`src/rtl/rfd_pkg.sv`:
```
// ---------------------------------------------------------------------------
// rfd_pkg
// Types and constants shared by the frame deframer and its channel interfaces.
// ---------------------------------------------------------------------------
package rfd_pkg;

   // Field widths
   localparam int unsigned BYTE_WIDTH     = 8;
   localparam int unsigned STATUS_WIDTH   = 2;
   localparam int unsigned FIELD_WIDTH    = 32;
   localparam int unsigned EXT_LEN_WIDTH  = 16;
   localparam int unsigned CSR_IDX_WIDTH  = 1;
   localparam int unsigned CSR_DATA_WIDTH = 8;

   // Frame layout: length byte, payload, checksum byte
   localparam int unsigned PAYLOAD_BYTES = 14;
   localparam int unsigned POS_WIDTH     = 4;
   localparam logic [POS_WIDTH-1:0] LAST_POSITION = POS_WIDTH'(PAYLOAD_BYTES + 1);
   localparam logic [BYTE_WIDTH-1:0] LENGTH_EXPECTED = BYTE_WIDTH'(PAYLOAD_BYTES);

   // Reset values of the header registers
   localparam logic [BYTE_WIDTH-1:0] HEADER_FIRST_RESET  = 8'd170;
   localparam logic [BYTE_WIDTH-1:0] HEADER_SECOND_RESET = 8'd85;

   // Register indexes
   localparam logic [CSR_IDX_WIDTH-1:0] CSR_HEADER_FIRST  = 1'b0;
   localparam logic [CSR_IDX_WIDTH-1:0] CSR_HEADER_SECOND = 1'b1;

   // Frame status codes
   typedef enum logic [STATUS_WIDTH-1:0] {
      STATUS_OK           = 2'd0,
      STATUS_LENGTH_ERROR = 2'd1,
      STATUS_SUM_ERROR    = 2'd2
   } status_type;

   // Sync state machine
   typedef enum logic [1:0] {
      PHASE_HUNT    = 2'd0,
      PHASE_FIRST   = 2'd1,
      PHASE_COLLECT = 2'd2
   } phase_type;

   typedef logic [BYTE_WIDTH-1:0] byte_type;

endpackage

```
`src/rtl/rfd_req_if.sv`:
```
// ---------------------------------------------------------------------------
// rfd_req_if
// Received byte channel: valid/ready handshake carrying one byte per word.
// ---------------------------------------------------------------------------
interface rfd_req_if;
   import rfd_pkg::*;

   logic     valid;
   logic     ready;
   byte_type rx_byte;

   modport source (output valid, output rx_byte, input ready);
   modport sink   (input valid, input rx_byte, output ready);
endinterface

```
`src/rtl/rfd_rsp_if.sv`:
```
// ---------------------------------------------------------------------------
// rfd_rsp_if
// Decoded frame channel: status and the four telemetry fields per word.
// ---------------------------------------------------------------------------
interface rfd_rsp_if;
   import rfd_pkg::*;

   logic                            valid;
   logic                            ready;
   logic [STATUS_WIDTH-1:0]         status;
   logic signed [FIELD_WIDTH-1:0]   pitch_one;
   logic signed [FIELD_WIDTH-1:0]   pitch_two;
   logic signed [FIELD_WIDTH-1:0]   roll_value;
   logic [EXT_LEN_WIDTH-1:0]        extension_length;

   modport source (output valid, output status, output pitch_one, output pitch_two,
                   output roll_value, output extension_length, input ready);
   modport sink   (input valid, input status, input pitch_one, input pitch_two,
                   input roll_value, input extension_length, output ready);
endinterface

```
`src/rtl/rx_frame_deframer_unit.sv`:
```
// ---------------------------------------------------------------------------
// rx_frame_deframer_unit
// Hunts for a two-byte header in a byte stream, collects length, payload and
// checksum, and emits one decoded word per completed frame.
//
//   channel   dir  handshake            payload
//   req_chan  in   valid/ready          rx_byte
//   rsp_chan  out  valid/ready          status, pitch_one, pitch_two,
//                                       roll_value, extension_length
//   csr_*     in   csr_write_en         csr_index, csr_write_data
//
// One byte per cycle; each byte is handled in the cycle it is accepted.
// A frame word appears in the output register the cycle after its checksum
// byte. Only the checksum byte waits on a full output register; every other
// byte is taken while a word still waits. Synchronous reset returns the
// block to hunting and restores the header registers to 170 and 85.
// ---------------------------------------------------------------------------
module rx_frame_deframer_unit (
   input  logic                                clock,
   input  logic                                reset,
   rfd_req_if.sink                             req_chan,
   rfd_rsp_if.source                           rsp_chan,
   input  logic                                csr_write_en,
   input  logic [rfd_pkg::CSR_IDX_WIDTH-1:0]   csr_index,
   input  logic [rfd_pkg::CSR_DATA_WIDTH-1:0]  csr_write_data
);
   import rfd_pkg::*;

   // Header registers
   byte_type header_first_ff, header_first_in;
   byte_type header_second_ff, header_second_in;

   // Frame state
   phase_type               phase_ff, phase_in;
   logic [POS_WIDTH-1:0]    pos_ff, pos_in;
   byte_type                sum_ff, sum_in;
   byte_type                length_ff, length_in;
   byte_type                payload_ff [PAYLOAD_BYTES];
   byte_type                payload_in [PAYLOAD_BYTES];

   // Output register
   logic                          rsp_valid_ff, rsp_valid_in;
   status_type                    status_ff, status_in;
   logic signed [FIELD_WIDTH-1:0] pitch_one_ff, pitch_one_in;
   logic signed [FIELD_WIDTH-1:0] pitch_two_ff, pitch_two_in;
   logic signed [FIELD_WIDTH-1:0] roll_value_ff, roll_value_in;
   logic [EXT_LEN_WIDTH-1:0]      ext_len_ff, ext_len_in;

   logic     last_byte;
   logic     out_blocked;
   logic     accept;
   byte_type rx;

   // Only the checksum byte needs room in the output register
   assign last_byte      = (phase_ff == PHASE_COLLECT) && (pos_ff == LAST_POSITION);
   assign out_blocked    = rsp_valid_ff && !rsp_chan.ready;
   assign req_chan.ready = !(last_byte && out_blocked);
   assign accept         = req_chan.valid && req_chan.ready;
   assign rx             = req_chan.rx_byte;

   // Decode register writes
   always_comb begin
      header_first_in  = header_first_ff;
      header_second_in = header_second_ff;
      if (csr_write_en) begin
         unique case (csr_index)
            CSR_HEADER_FIRST:  header_first_in  = csr_write_data;
            CSR_HEADER_SECOND: header_second_in = csr_write_data;
            default: ;
         endcase
      end
   end

   // Sync state machine and collection
   always_comb begin
      phase_in   = phase_ff;
      pos_in     = pos_ff;
      sum_in     = sum_ff;
      length_in  = length_ff;
      payload_in = payload_ff;
      if (accept) begin
         unique case (phase_ff)
            PHASE_FIRST: begin
               if (rx == header_second_ff) begin
                  phase_in = PHASE_COLLECT;
                  pos_in   = '0;
                  sum_in   = '0;
               end else if (rx == header_first_ff) begin
                  phase_in = PHASE_FIRST;
               end else begin
                  phase_in = PHASE_HUNT;
               end
            end
            PHASE_COLLECT: begin
               if (pos_ff != LAST_POSITION) begin
                  // Length byte first, then shift payload in from the top
                  if (pos_ff == '0) begin
                     length_in = rx;
                  end else begin
                     for (int i = 0; i < PAYLOAD_BYTES - 1; i++) begin
                        payload_in[i] = payload_ff[i+1];
                     end
                     payload_in[PAYLOAD_BYTES-1] = rx;
                  end
                  sum_in = sum_ff + rx;
                  pos_in = pos_ff + 1'b1;
               end else begin
                  phase_in = PHASE_HUNT;
                  pos_in   = '0;
                  sum_in   = '0;
               end
            end
            default: begin
               phase_in = (rx == header_first_ff) ? PHASE_FIRST : PHASE_HUNT;
            end
         endcase
      end
   end

   // Load the frame word on the checksum byte, drop it once taken
   always_comb begin
      rsp_valid_in  = rsp_valid_ff && !rsp_chan.ready;
      status_in     = status_ff;
      pitch_one_in  = pitch_one_ff;
      pitch_two_in  = pitch_two_ff;
      roll_value_in = roll_value_ff;
      ext_len_in    = ext_len_ff;
      if (accept && last_byte) begin
         rsp_valid_in  = 1'b1;
         pitch_one_in  = '0;
         pitch_two_in  = '0;
         roll_value_in = '0;
         ext_len_in    = '0;
         if (length_ff != LENGTH_EXPECTED) begin
            status_in = STATUS_LENGTH_ERROR;
         end else if (rx != sum_ff) begin
            status_in = STATUS_SUM_ERROR;
         end else begin
            status_in     = STATUS_OK;
            pitch_one_in  = {payload_ff[0], payload_ff[1], payload_ff[2], payload_ff[3]};
            pitch_two_in  = {payload_ff[4], payload_ff[5], payload_ff[6], payload_ff[7]};
            roll_value_in = {payload_ff[8], payload_ff[9], payload_ff[10], payload_ff[11]};
            ext_len_in    = {payload_ff[12], payload_ff[13]};
         end
      end
   end

   // Control registers
   always_ff @(posedge clock) begin
      if (reset) begin
         header_first_ff  <= HEADER_FIRST_RESET;
         header_second_ff <= HEADER_SECOND_RESET;
         phase_ff         <= PHASE_HUNT;
         pos_ff           <= '0;
         sum_ff           <= '0;
         rsp_valid_ff     <= 1'b0;
      end else begin
         header_first_ff  <= header_first_in;
         header_second_ff <= header_second_in;
         phase_ff         <= phase_in;
         pos_ff           <= pos_in;
         sum_ff           <= sum_in;
         rsp_valid_ff     <= rsp_valid_in;
      end
   end

   // Payload registers
   always_ff @(posedge clock) begin
      length_ff     <= length_in;
      payload_ff    <= payload_in;
      status_ff     <= status_in;
      pitch_one_ff  <= pitch_one_in;
      pitch_two_ff  <= pitch_two_in;
      roll_value_ff <= roll_value_in;
      ext_len_ff    <= ext_len_in;
   end

   assign rsp_chan.valid            = rsp_valid_ff;
   assign rsp_chan.status           = status_ff;
   assign rsp_chan.pitch_one        = pitch_one_ff;
   assign rsp_chan.pitch_two        = pitch_two_ff;
   assign rsp_chan.roll_value       = roll_value_ff;
   assign rsp_chan.extension_length = ext_len_ff;

   // A checksum byte always produces a word
   a_last_emits: assert property (@(posedge clock) disable iff (reset)
      accept && last_byte |=> rsp_valid_ff)
      else $error("checksum byte did not produce a frame word");

   // Position only moves while collecting
   a_pos_collect: assert property (@(posedge clock) disable iff (reset)
      pos_ff != '0 |-> phase_ff == PHASE_COLLECT)
      else $error("byte position set outside collection");

   // Failed frames carry zero fields
   a_fail_zero: assert property (@(posedge clock) disable iff (reset)
      rsp_valid_ff && status_ff != STATUS_OK |->
         pitch_one_ff == '0 && pitch_two_ff == '0 && roll_value_ff == '0 &&
         ext_len_ff == '0)
      else $error("failed frame with nonzero fields");

   // A waiting word is never overwritten
   a_no_overwrite: assert property (@(posedge clock) disable iff (reset)
      out_blocked |=> $stable(status_ff) && $stable(pitch_one_ff))
      else $error("waiting frame word overwritten");

endmodule
```
`src/flat_wrapper.sv`:
```
// flat-port wrapper written by rule: the top's interface ports become plain ports
module rx_frame_deframer_unit_flat import rfd_pkg::*;
  (clock, reset, csr_write_en, csr_index, csr_write_data, req_chan_valid, req_chan_rx_byte, req_chan_ready, rsp_chan_valid, rsp_chan_status, rsp_chan_pitch_one, rsp_chan_pitch_two, rsp_chan_roll_value, rsp_chan_extension_length, rsp_chan_ready);
  rfd_req_if req_chan_i ();
  rfd_rsp_if rsp_chan_i ();
  input  logic clock;
  input  logic reset;
  input  logic csr_write_en;
  input  logic [rfd_pkg::CSR_IDX_WIDTH-1:0] csr_index;
  input  logic [rfd_pkg::CSR_DATA_WIDTH-1:0] csr_write_data;
  input wire logic [$bits(req_chan_i.valid)-1:0] req_chan_valid;
  input wire logic [$bits(req_chan_i.rx_byte)-1:0] req_chan_rx_byte;
  output wire logic [$bits(req_chan_i.ready)-1:0] req_chan_ready;
  output wire logic [$bits(rsp_chan_i.valid)-1:0] rsp_chan_valid;
  output wire logic [$bits(rsp_chan_i.status)-1:0] rsp_chan_status;
  output wire logic [$bits(rsp_chan_i.pitch_one)-1:0] rsp_chan_pitch_one;
  output wire logic [$bits(rsp_chan_i.pitch_two)-1:0] rsp_chan_pitch_two;
  output wire logic [$bits(rsp_chan_i.roll_value)-1:0] rsp_chan_roll_value;
  output wire logic [$bits(rsp_chan_i.extension_length)-1:0] rsp_chan_extension_length;
  input wire logic [$bits(rsp_chan_i.ready)-1:0] rsp_chan_ready;
  assign req_chan_i.valid = req_chan_valid;
  assign req_chan_i.rx_byte = req_chan_rx_byte;
  assign req_chan_ready = req_chan_i.ready;
  assign rsp_chan_valid = rsp_chan_i.valid;
  assign rsp_chan_status = rsp_chan_i.status;
  assign rsp_chan_pitch_one = rsp_chan_i.pitch_one;
  assign rsp_chan_pitch_two = rsp_chan_i.pitch_two;
  assign rsp_chan_roll_value = rsp_chan_i.roll_value;
  assign rsp_chan_extension_length = rsp_chan_i.extension_length;
  assign rsp_chan_i.ready = rsp_chan_ready;
  rx_frame_deframer_unit u_core (.clock(clock), .reset(reset), .req_chan(req_chan_i), .rsp_chan(rsp_chan_i), .csr_write_en(csr_write_en), .csr_index(csr_index), .csr_write_data(csr_write_data));
endmodule
```
`config.mk`:
```
export PLATFORM = sky130hd
export DESIGN_NAME = rx_frame_deframer_unit_flat
export DESIGN_NICKNAME = d
export VERILOG_FILES = /design/src/rtl/rfd_pkg.sv /design/src/rtl/rfd_req_if.sv /design/src/rtl/rfd_rsp_if.sv /design/src/rtl/rx_frame_deframer_unit.sv /design/src/flat_wrapper.sv
export SDC_FILE = /design/constraint.sdc
export NUM_CORES = 1
export LEC_CHECK = 0
export BUFFER_PORTS_ARGS = -buffer_cell sky130_fd_sc_hd__buf_2
export CAP_MARGIN = 20
export CORE_ASPECT_RATIO = 1.4
export CORE_MARGIN = 2
export CORE_UTILIZATION = 35
export CTS_CLUSTER_SIZE = 40
export DETAILED_ROUTE_END_ITERATION = 6
export GPL_TIMING_DRIVEN = 0
export SYNTH_ARGS = -nofsm -noshare
export SYNTH_HDL_FRONTEND = slang
export SYNTH_SLANG_ARGS = --single-unit
```
`constraint.sdc`:
```
create_clock -name clock -period 28.2 [get_ports clock]
set_clock_uncertainty 0.15 [all_clocks]
set_input_delay 5.64 -clock clock [delete_from_list [all_inputs] [get_ports clock]]
set_output_delay 5.64 -clock clock [all_outputs]
set_load 0.03 [all_outputs]
```
# == After elaboration in Yosys (flattened, before gate mapping) ==
# Cells that the tools add are included.
# totals
elab_cells,68
out_inout_bits,116
ff_bits,265
# op_classes
n_eq_ne,10
bitwise_logic,2
n_reduce_logical,16
n_mux,12
addsub,2
# op_table
operator,n
$eq 8x8->1,2
$mux 8,2
$pmux 8 s2,1
$add 8x8->8,1
$mux 4,2
$ne 8x4->1 const B,1
$ne 8x8->1,1
$pmux 4 s2,1
$reduce_and 4->1,2
$mux 2,3
$reduce_and 2->1,3
$logic_and 1x1->1,5
$add 4x1->4 const B,1
$eq 4x4->1 const B,1
$logic_not 4->1,1
$ne 4x4->1 const B,1
$pmux 2 s2,1
$reduce_and 3->1,1
$eq 2x1->1 const B,1
$eq 2x2->1 const B,1
$logic_not 1->1,2
$mux 1,2
$ne 2x1->1 const B,1
$ne 2x2->1 const B,1
other kinds (3),4

# == Longest topological paths before layout ==
# logic_depth
depth_word,7
ltp_mapped,8
ltp_nobuf,7

# == Worst setup path after synthesis ==
# OpenSTA, ideal clock, no wires.
# synth_timing
path_kind,input to register
start,input rsp_chan_ready
end,"register u_core.payload_ff[0] (netlist bit), enable pin"
arrival_ns,13.937
path_slack_ns,13.392
path_stages,5
setup_time_ns,0.721
path_buffers,1
required_time_ns,27.329
path_cell_list,nor2b_1 -> nand2_1 -> nand2_1 -> clkbuf_1 -> nor3_1
# synth_via
elab_chain_cells,6
# synth_rtl
item,line_no,rtl
"start, declared",flat_wrapper.sv:20,input wire logic [$bits(rsp_chan_i.ready)-1:0] rsp_chan_ready;
$logic_not 1->1,rx_frame_deframer_unit.sv:56,assign out_blocked = rsp_valid_ff && !rsp_chan.ready;
$logic_and 1x1->1,rx_frame_deframer_unit.sv:56,
$logic_and 1x1->1,rx_frame_deframer_unit.sv:57,assign req_chan.ready = !(last_byte && out_blocked);
$logic_not 1->1,rx_frame_deframer_unit.sv:57,
via req_chan_ready,flat_wrapper.sv:13,output wire logic [$bits(req_chan_i.ready)-1:0] req_chan_ready;
$logic_and 1x1->1,rx_frame_deframer_unit.sv:58,assign accept = req_chan.valid && req_chan.ready;
$reduce_and 4->1 (no source line),-,
"end signal, assigned",rx_frame_deframer_unit.sv:170,payload_ff <= payload_in;
"end, declared",rx_frame_deframer_unit.sv:38,byte_type payload_ff [PAYLOAD_BYTES];
# The timed path passes the listed nets, and every way through them passes these cells.
# A chain may end at the register's enable or synchronous reset.

# == Final worst setup path ==
# layout_timing
start,input rsp_chan_ready
end,output req_chan_ready
# layout_via
elab_chain_cells,4
# layout_rtl
item,line_no
$logic_not 1->1,rx_frame_deframer_unit.sv:56
$logic_and 1x1->1,rx_frame_deframer_unit.sv:56
$logic_and 1x1->1,rx_frame_deframer_unit.sv:57
$logic_not 1->1,rx_frame_deframer_unit.sv:57
"end, declared",flat_wrapper.sv:13
# No other way between the ends.

==> reports/metrics.yaml <==
grt:
  grt_pass1_wl_um: 28970
  grt_usage_pct: 12.97
  grt_pass1_vias: 5235
  grt_max_degree: 64
  antenna_found_initial: 0
  overflow: 0
critical_path:
  worstPathCellList: "buf_2 > nor2b_1 > nand2_1 > buf_2"
  path_max_fanout: 3
  r2r_setup_slack_ps: 24700
  endpoint_kind: "primary output"
  worstReg2RegStart: "u_core.phase_ff[0]$_SDFFE_PP0P_"
  cp-startpoint: "rsp_chan_ready"
  cp-start-kind: "primary input"
  worst_r2r_endpoint: "u_core.payload_ff[96]$_DFFE_PP_"
  worstPathArrival_ps: 6190
  crit_type: "in2out"
  cpMostUsedCell: "buf_2"
  max_stage_delay_ps: 180
  r2r_cells: 10
  required_ps: 22410
  cpMaxStageDelayCell: "nor2b_1"
clock_network:
  cts_tree: "built"
  path_clk_slew_ps: 70
  clkLatencyLatePin_ps: 520
  cts_root_buffer: "clkbuf_16"
  cts_hold_buffers: 0
  clk_path_buf_depth: 3
  postCtsResizedCells: 0
  numClockSinks: 265
  post_cts_buffers: 0
  htree_levels: 1
  numCtsBuffers: 26
drt:
  wire_per_inst_um: 16.56
  via_count: 5177
  drt_first_pass_iters: 6
  drc: 0
  drt-initial-drc-count: 208
  vias_per_cell: 4.545
  postRouteAntennaNets: 0
  wl_um: 18860
final_layout:
  instances_no_fill: 1139
  antenna_cells: 0
  syn_to_final_growth_pct: 22.11
  drive_gt1_share_pct: 24.71
  nNetsFinal: 785
  final_util_pct: 43.12
logic_synthesis:
  muxShareOfSynthArea_pct: 0.9316
  mappedNetlistArea_mm2: 0.009671
  synthTopCellsByArea: "edfxtp_1 73%, and2_1 7.3%, dfxtp_1 6.4%, ha_1 1.4%, xnor2_1 1.1%"
  syn_nets: 611
  synth_cell_types: 44
  synth-simple-area-share_pct: 12.30
  synth_top_cell_area_share_pct: 72.66
  async_reset_ff_share_pct: 0
  ys_seq_area_share_pct: 79.08
  syn_inst: 577
  synth_compound_area_share_pct: 2.743
  yosysWarnings: 0
  ys.flop_type: "edfxtp_1"
  synth_xor_area_share_pct: 2.070
  ys_ff_latch: 265
  synth-edff-count: 234
  post-synth-top-area-cell: "edfxtp_1"
  synthAdderAreaFrac_pct: 1.630
  syn_area_per_cell_um2: 16.76
  synth_top_family_by_area: "simple AND/OR/NAND/NOR gates"
sta:
  maxSlewViolCount: 0
  worst_slack_ps: 16220
  finalSetupViolations: 0
  period_needed_ps: 11980
  hold_slack_ps: 279.3
  rsz0062_at_grt: "no"
  slew-limit-headroom_pct: 37.98
  setup_tns_ps: 0
  period_share_pct: 42.49
  fmax_mhz: 83.47
  hold_viol: 0
  worst_pin_slew_ps: 925.2
power:
  ir_drop_mv: 0.03627
  comb_power_share_pct: 1.6
  clockPowerShare_pct: 43.9
  seqPwrFrac_pct: 54.5
  swShare_pct: 19.01
  p_switching_mw: 0.1476
  p_leak_nw: 3.715
  power.density_mw_per_mm2: 65.75
  p_int_mw: 0.6289
status:
  status: "completed"
die:
  io_pins: 138
  die_h_um: 200.7
  core_area_mm2: 0.02739
  die_x_um: 144.5
  die-area_mm2: 0.02900
  rows: 72
  initial_utilization_pct: 35.31
placed_design:
  dp_hpwl_um: 13150
  gp_congestion: 0.8388
  pre_cts_ws_ps: 16220
  placed_cells: 1093
  port_buffers: 135
min_path:
  holdPathStages: 0
  holdCritPathClass: "reg2reg"
  holdPathEnd: "u_core.payload_ff[46]$_DFFE_PP_"
  min_from: "u_core.payload_ff[38]$_DFFE_PP_"
job:
  maxCapViolations: 0
==> flip-flops by register name (all words and copies together) (netlist names) <==
signal,cells
u_core.length_ff,8
u_core.rsp_chan.valid,1
u_core.sum_ff,8
u_core.rsp_chan.pitch_two,32
u_core.header_first_ff,8
u_core.rsp_chan.roll_value,32
u_core.header_second_ff,8
u_core.rsp_chan.pitch_one,32
u_core.payload_ff,112
u_core.pos_ff,4
u_core.rsp_chan.extension_length,16
u_core.rsp_chan.status,2
u_core.phase_ff,2
==> logic make-up after synthesis <==
kind of cell,after synthesis
DFF,265
buffers and inverters,30
and+or+nand+nor,200
adders and majority gates,12
xor gates and xnor gates,22
muxes,9
AOI/OAI and AO/OA,39
==> synth_stat cells (2+ instances only) <==
cell type and n:
edfxtp_1 234, and2_1 113, dfxtp_1 31, nand2_1 23
clkbuf_1 20, a21oi_1 16, nand3_1 16, xnor2_1 12
ha_1 11, nor2_1 11, mux2i_1 9, xor2_1 9
inv_1 8, nor2b_1 7, o21ai_0 6, nand4_1 5
or4_1 5, nor3_1 4, a32o_1 3, nor4_1 3
o211ai_1 3, o41ai_1 3, nand4b_1 2, nor4b_1 2
or4b_1 2
==> layer usage <==
layer,track usage [%],up-vias,wire [um],share of wire (%)
met5,0,-,0,0
met4,3.294,0,387,2.1
met2,23.14,173,9720,52
met3,2.934,28,1252,6.6
met1,15.72,2513,7504,40
li1,-,2463,-,-
==> cells in the final DEF, fill, tap and decap left out, types with 2 or more instances in the layout <==
| cell | count |
|---|---|
| dfxtp_1 | 31 |
| clkinv_2 | 3 |
| o21ai_0 | 6 |
| xor2_1 | 9 |
| clkinv_4 | 2 |
| xnor2_1 | 12 |
| edfxtp_1 | 234 |
| buf_2 | 135 |
| buf_8 | 2 |
| nand4b_1 | 2 |
| inv_1 | 8 |
| mux2i_1 | 9 |
| or4_1 | 5 |
| nor2b_1 | 7 |
| ha_1 | 11 |
| a21oi_1 | 16 |
| nor3_1 | 3 |
| o211ai_1 | 3 |
| and2_1 | 112 |
| nand4_1 | 5 |
| o41ai_1 | 3 |
| clkbuf_1 | 28 |
| nor4_1 | 3 |
| clkbuf_16 | 28 |
| nand3_1 | 16 |
| bufinv_16 | 2 |
| nor4b_1 | 2 |
| nand2_1 | 23 |
| nor2_1 | 11 |
| buf_6 | 8 |
| or4b_1 | 2 |
| a32o_1 | 3 |
==> stage by stage <==
| stage | cell area, um2 | power (mW) |
|---|---|---|
| CTS | 11810 | 0.7890 |
| global route | 11810 | 0.8042 |
| global placement | 10810 | 0.4438 |
| detailed placement | 10960 | 0.4441 |
| finish | 11810 | 0.7765 |
| floorplan | 9671 | 0.4387 |
==> power groups by stage <==
stage / registers, mW / logic, mW / clock network, mW
floorplan: 0.431 / 0.00766 / 0
global placement: 0.431 / 0.0127 / 0
detailed placement: 0.431 / 0.0128 / 0
CTS: 0.423 / 0.0128 / 0.353
global route: 0.423 / 0.0140 / 0.368
finish: 0.423 / 0.0127 / 0.341
==> worst max-delay path by stage <==
stage	endpoint	slack [ps]	cells past startpoint
floorplan	u_core.payload_ff[0]$_DFFE_PP_	13390	5
global placement	u_core.payload_ff[104]$_DFFE_PP_	9520	6
detailed placement	req_chan_ready	16220	4
CTS	req_chan_ready	16210	4
global route	req_chan_ready	16120	4
finish	req_chan_ready	16220	4
==> critical path: cells and delay by family <==
kind | cells | cell delay, ps
buf+inv | 2 | 270
simple gates | 2 | 270
==> area by class of cell <==
cell class | count | area [um2]
Tap cell | 370 | 462.9
Multi-Input combinational cell | 282 | 1911
Buffer | 22 | 90.09
Fill cell | 2500 | 15580
Clock inverter | 9 | 103.9
Sequential cell | 265 | 7647
Clock buffer | 37 | 744.5
Timing Repair Buffer | 146 | 819.5
Inverter | 8 | 30.03
Note: power is estimated with default switching activity, not from simulation.
